**config.mk**
```make
export PLATFORM = sky130hd
export DESIGN_NAME = tbf_hash
export DESIGN_NICKNAME = d
export VERILOG_FILES = /design/src/hdl/tbf_pkg.sv /design/src/hdl/tbf_hash.sv
export SDC_FILE = /design/constraint.sdc
export NUM_CORES = 2
export LEC_CHECK = 0
export ABC_AREA = 1
export BUFFER_PORTS_ARGS = -buffer_cell sky130_fd_sc_hd__buf_2
export CAP_MARGIN = 20
export CORE_MARGIN = 4
export CORE_UTILIZATION = 40
export DETAILED_ROUTE_END_ITERATION = 7
export GPL_TIMING_DRIVEN = 0
export SYNTH_ARGS = -nofsm -noshare
export SYNTH_HDL_FRONTEND = slang
export SYNTH_SLANG_ARGS = --single-unit
```
**constraint.sdc**
```tcl
create_clock -name clk -period 10.4 [get_ports clk]
set_clock_uncertainty 0.1 [all_clocks]
set_input_delay 0.52 -clock clk [delete_from_list [all_inputs] [get_ports clk]]
set_output_delay 0.52 -clock clk [all_outputs]
set_load 0.02 [all_outputs]
```
**src/hdl/tbf_pkg.sv**
```systemverilog
// Package for the three-hash Bloom filter: transaction structs, sequencer states,
// hash control struct and hash constants. No dependencies.
package tbf_pkg;

  typedef struct packed {
    logic       cmd;
    logic [7:0] key_byte;
    logic       last;
  } tbf_item_t;

  typedef struct packed {
    logic found;
    logic was_insert;
  } tbf_result_t;

  localparam logic CMD_INSERT = 1'b0;
  localparam logic CMD_LOOKUP = 1'b1;

  typedef enum logic [4:0] {
    S_CLR, S_IDLE, S_MM1, S_MM2, S_MM3, S_FT1, S_FT2, S_FX0, S_FX1, S_FX2, S_FX3,
    S_W1, S_W2, S_W3, S_R1, S_R2, S_R3, S_R4
  } tbf_state_t;

  typedef struct packed {
    logic load;
    logic mm1;
    logic mm2;
    logic mm3;
    logic ft1;
    logic ft2;
    logic fx0;
    logic fx1;
    logic fx2;
    logic fx3;
    logic clear;
  } tbf_hash_ctrl_t;

  localparam logic [63:0] FNV_BASIS   = 64'hcbf29ce484222325;
  localparam logic [63:0] FNV_PRIME_L = 64'h00000000000001b3;
  localparam logic [31:0] MM_SEED     = 32'h9747b28c;
  localparam logic [31:0] MM_C1       = 32'hcc9e2d51;
  localparam logic [31:0] MM_C2       = 32'h1b873593;
  localparam logic [31:0] MM_N        = 32'he6546b64;
  localparam logic [31:0] MM_F1       = 32'h85ebca6b;
  localparam logic [31:0] MM_F2       = 32'hc2b2ae35;

endpackage

```
**src/hdl/tbf_hash.sv**
```systemverilog
// Hash datapath: FNV-1a 64, one-at-a-time 64 and MurmurHash3 32 accumulators
// with stepped finalisation. Depends on tbf_pkg.
module tbf_hash import tbf_pkg::*; #(
  parameter int IDX_W = 16
) (
  input  logic             clk,
  input  logic             rst,
  input  tbf_hash_ctrl_t   ctrl,
  input  logic [7:0]       key_byte,
  output logic             block_end,
  output logic [IDX_W-1:0] idx1,
  output logic [IDX_W-1:0] idx2,
  output logic [IDX_W-1:0] idx3
);

  logic [63:0] fnv_acc, oaat_acc, h2;
  logic [31:0] murmur_acc, word_gather, key_length, k, h3;
  logic [63:0] sx, fnv_x, oa_a, oa_b, h2_t;
  logic [31:0] rk, mm_x, mm_r, fx_t, h3_s;

  function automatic logic [31:0] rotl(input logic [31:0] v, input int r);
    rotl = (v << r) | (v >> (32 - r));
  endfunction

  always_comb begin
    sx    = {{56{key_byte[7]}}, key_byte};
    fnv_x = fnv_acc ^ sx;
    oa_a  = oaat_acc + sx;
    oa_b  = oa_a + (oa_a << 10);
    h2_t  = oaat_acc + (oaat_acc << 3);
    rk    = rotl(k, 15);
    mm_x  = murmur_acc ^ k;
    mm_r  = rotl(mm_x, 13);
    fx_t  = murmur_acc ^ ((key_length[1:0] != 2'd0) ? k : 32'd0) ^ key_length;
    h3_s  = h3 ^ (h3 >> 13);
  end

  assign block_end = (key_length[1:0] == 2'd3);

  always_ff @(posedge clk) begin
    if (rst || ctrl.clear) begin
      fnv_acc     <= FNV_BASIS;
      oaat_acc    <= 64'd0;
      murmur_acc  <= MM_SEED;
      word_gather <= 32'd0;
      key_length  <= 32'd0;
    end else begin
      if (ctrl.load) begin
        fnv_acc     <= (fnv_x << 40) + fnv_x * FNV_PRIME_L;
        oaat_acc    <= oa_b ^ (oa_b >> 6);
        word_gather <= word_gather | ({24'd0, key_byte} << {key_length[1:0], 3'b000});
        key_length  <= key_length + 32'd1;
      end
      if (ctrl.mm3) begin
        murmur_acc  <= (mm_r << 2) + mm_r + MM_N;
        word_gather <= 32'd0;
      end
    end
  end

  always_ff @(posedge clk) begin
    if (ctrl.mm1 || ctrl.ft1) begin
      k <= word_gather * MM_C1;
    end
    if (ctrl.mm2 || ctrl.ft2) begin
      k <= rk * MM_C2;
    end
    if (ctrl.ft1) begin
      h2 <= h2_t ^ (h2_t >> 11);
    end
    if (ctrl.ft2) begin
      h2 <= h2 + (h2 << 15);
    end
    if (ctrl.fx0) begin
      h3 <= fx_t ^ (fx_t >> 16);
    end
    if (ctrl.fx1) begin
      h3 <= h3 * MM_F1;
    end
    if (ctrl.fx2) begin
      h3 <= h3_s * MM_F2;
    end
    if (ctrl.fx3) begin
      h3 <= h3 ^ (h3 >> 16);
    end
  end

  assign idx1 = fnv_acc[IDX_W-1:0];
  assign idx2 = h2[IDX_W-1:0];
  assign idx3 = h3[IDX_W-1:0];

endmodule

```
==> results.sh <==
export IMPL_grt_max_degree=47
export IMPL_drt_first_pass_iters=7
export IMPL_crit_top_cell="fa_1"
export IMPL_yosysSeqAreaShare_pct=9.83
export IMPL_fmax_ghz=0.115
export IMPL_r2r_start="h3[22]"
export IMPL_vias=49551
export IMPL_rsz0062_at_grt="false"
export IMPL_area_growth_pct=7.13
export IMPL_yosys_most_used_dff="dfxtp_1"
export IMPL_row_count=142
export IMPL_fill_cells=15447
export IMPL_io_buffers=67
export IMPL_via_per_inst=5.04
export IMPL_ant_nets=0
export IMPL_yosysMostFrequentCell="inv_1"
export IMPL_grt_pass1_wl_um=297000
export IMPL_setup_worst_path_start="h3[22]"
export IMPL_cts_tree="done"
export IMPL_fin_crit_sh_pct=83.5
export IMPL_hold_buffers=0
export IMPL_setup_worst_path_class="register to register"
export IMPL_syn_num_nets=9432
export IMPL_coreArea_mm2=0.150
export IMPL_die_w_um=396
export IMPL_cts_setup_buffers=0
export IMPL_end_kind="register"
export IMPL_syn_avg_cell_area_um2=7.87
export IMPL_synthTopCellsByArea="fa_1 26%, ha_1 20%, inv_1 13%"
export IMPL_yosysTopAreaCell="fa_1"
export IMPL_reg2reg_depth=29
export IMPL_clock_sinks=256
export IMPL_clkLatencyLatePin_ps=590
export IMPL_slowest_stage="xnor2_1"
export IMPL_antenna_found_initial=3
export IMPL_dpl_cell_count=9754
export IMPL_die_h_um=396
export IMPL_synth_top_area_share_pct=25.5
export IMPL_io_pins=70
export IMPL_dp_hpwl_um=168000
export IMPL_grt_overflow_total=0
export IMPL_crit_required_ps=10640
export IMPL_hold_class="primary input to register"
export IMPL_synth_cell_types=73
export IMPL_cts_root_buf="clkbuf_16"
export IMPL_clk_pin_slew_ps=70
export IMPL_wl_per_cell_um=19.7
export IMPL_cp_start_kind="register"
export IMPL_synth_commonest_cells="2050 x inv_1, 978 x ha_1, 972 x nand2_1, 768 x fa_1, 532 x nor2_1"
export IMPL_cts_path_max_buffers=3
export IMPL_first_iter_violations=3569
export IMPL_synth_edf_count=80
export IMPL_hp_start="ctrl[6]"
export IMPL_instances_no_fill=9828
export IMPL_ys_ff_latch=256
export IMPL_period_needed_ps=8690
export IMPL_grtUsageTotal_pct=24.6
export IMPL_hold_viol_final=0
export IMPL_cts_buffers=38
export IMPL_grt_pass1_vias=50469
export IMPL_max_cap_violations=0
export IMPL_finalSetupViolations=0
export IMPL_holdPathStages=3
export IMPL_initial_core_util_pct=40.3
export IMPL_fin_setup_tns_ps=0
export IMPL_drive_above_1_share_pct=3.79
export IMPL_drcViolationCount=0
export IMPL_syn_cell_area_mm2=0.0603
export IMPL_status="finished, final reports clean"
export IMPL_synthCells=7665
export IMPL_final_nets=9546
export IMPL_cp_arrival_ps=8930
export IMPL_gp_congestion=0.983
export IMPL_tightest_slew_ps=1210
export IMPL_cts_resized=0
export IMPL_yosys_warnings=0
export IMPL_drv_slew=0
export IMPL_wirelength_um=194000
export IMPL_worst_path_largest_cell_delay_ps=1000
export IMPL_htree_levels=2
export IMPL_cp_max_fo=8
export IMPL_slew_limit_headroom_pct=19.6
export IMPL_synth_async_reset_ratio_pct=0
export IMPL_die_area_mm2=0.157
-- cells in the final DEF, fill, tap and decap left out, types with 36 or more instances in the layout --
cell type / synthesis / layout
o21ai_1: 37 / 37
edfxtp_1: 80 / 80
clkbuf_16: 0 / 40
xor2_1: 253 / 252
xnor2_1: 229 / 229
ha_1: 978 / 978
inv_1: 2050 / 2050
fa_1: 768 / 768
nand2_1: 972 / 972
a21oi_1: 492 / 492
clkbuf_1: 61 / 69
nor2_1: 532 / 532
dfxtp_1: 176 / 176
o21ai_0: 320 / 320
buf_2: 4 / 71
a31oi_1: 38 / 37
nor3_1: 55 / 55
nand3_1: 189 / 189
o21bai_1: 36 / 36
-- state kept, by name, indices dropped and copies added (netlist names) --
register / count
fnv_acc: 16
h2: 16
h3: 32
k: 32
key_length: 32
murmur_acc: 32
oaat_acc: 64
word_gather: 32
-- stage by stage --
stage	cell area (µm²)	hold slack, ps	util (%)	setup slack [ps]
floorplan	60300	341	-	3410
global placement	63100	369	42.2	1730
detailed placement	63300	374	42.2	1740
CTS	64600	174	43.1	1670
global route	64600	204	43.1	1340
finish	64600	183	43.1	1710
-- layout make-up --
cell class | count | area [µm²] | area share [%]
Inverter | 2067 | 7760 | 12.0
Buffer | 92 | 425 | 0.659
Multi-Input combinational cell | 5250 | 46200 | 71.5
Clock inverter | 20 | 243 | 0.376
Timing Repair Buffer | 74 | 452 | 0.699
Clock buffer | 50 | 1060 | 1.64
Antenna cell | 3 | 7.51 | 0.0116
Tap cell | 2016 | 2520 | 3.91
Sequential cell | 256 | 5930 | 9.18
-- worst paths after layout --
kind | end | slack (ps)
worst min register to register | fnv_acc[6] | 390
worst max-delay path | h3[31] | 1710
worst min-delay path | h2[15] | 180
worst max register to register | h3[31] | 1710
-- layer usage --
layer | vias up | GRT usage, % | share of wire, %
met4 | 2 | 6.47 | 3.0
li1 | 24007 | - | -
met1 | 23810 | 33.5 | 44
met5 | - | 0 | 0.0067
met2 | 1476 | 41.2 | 47
met3 | 256 | 3.24 | 6.2
-- worst max-delay path, delay by kind of cell (launching register included) --
family / cells / cell delay, ps
compound gates: 2 / 310
fa+ha+maj: 9 / 4280
flops: 1 / 670
buf+inv: 5 / 470
simple gates: 12 / 1590
xor+xnor: 1 / 1000
-- cell families (layout without fill, tap and decap cells) --
logic type	Yosys count	in the layout	share of synthesized area, %
compound gates	1096	1096	10.2
xor+xnor	488	488	7.16
fa+ha+maj	1746	1746	45.8
buf+inv	2159	2303	13.6
flops	256	256	9.83
mux	2	2	0.0353
other cells	0	3	0
simple gates	1918	1918	13.4
Power is not shown: default switching activity piles up to over one toggle a cycle in this logic, so the estimate is an artifact.
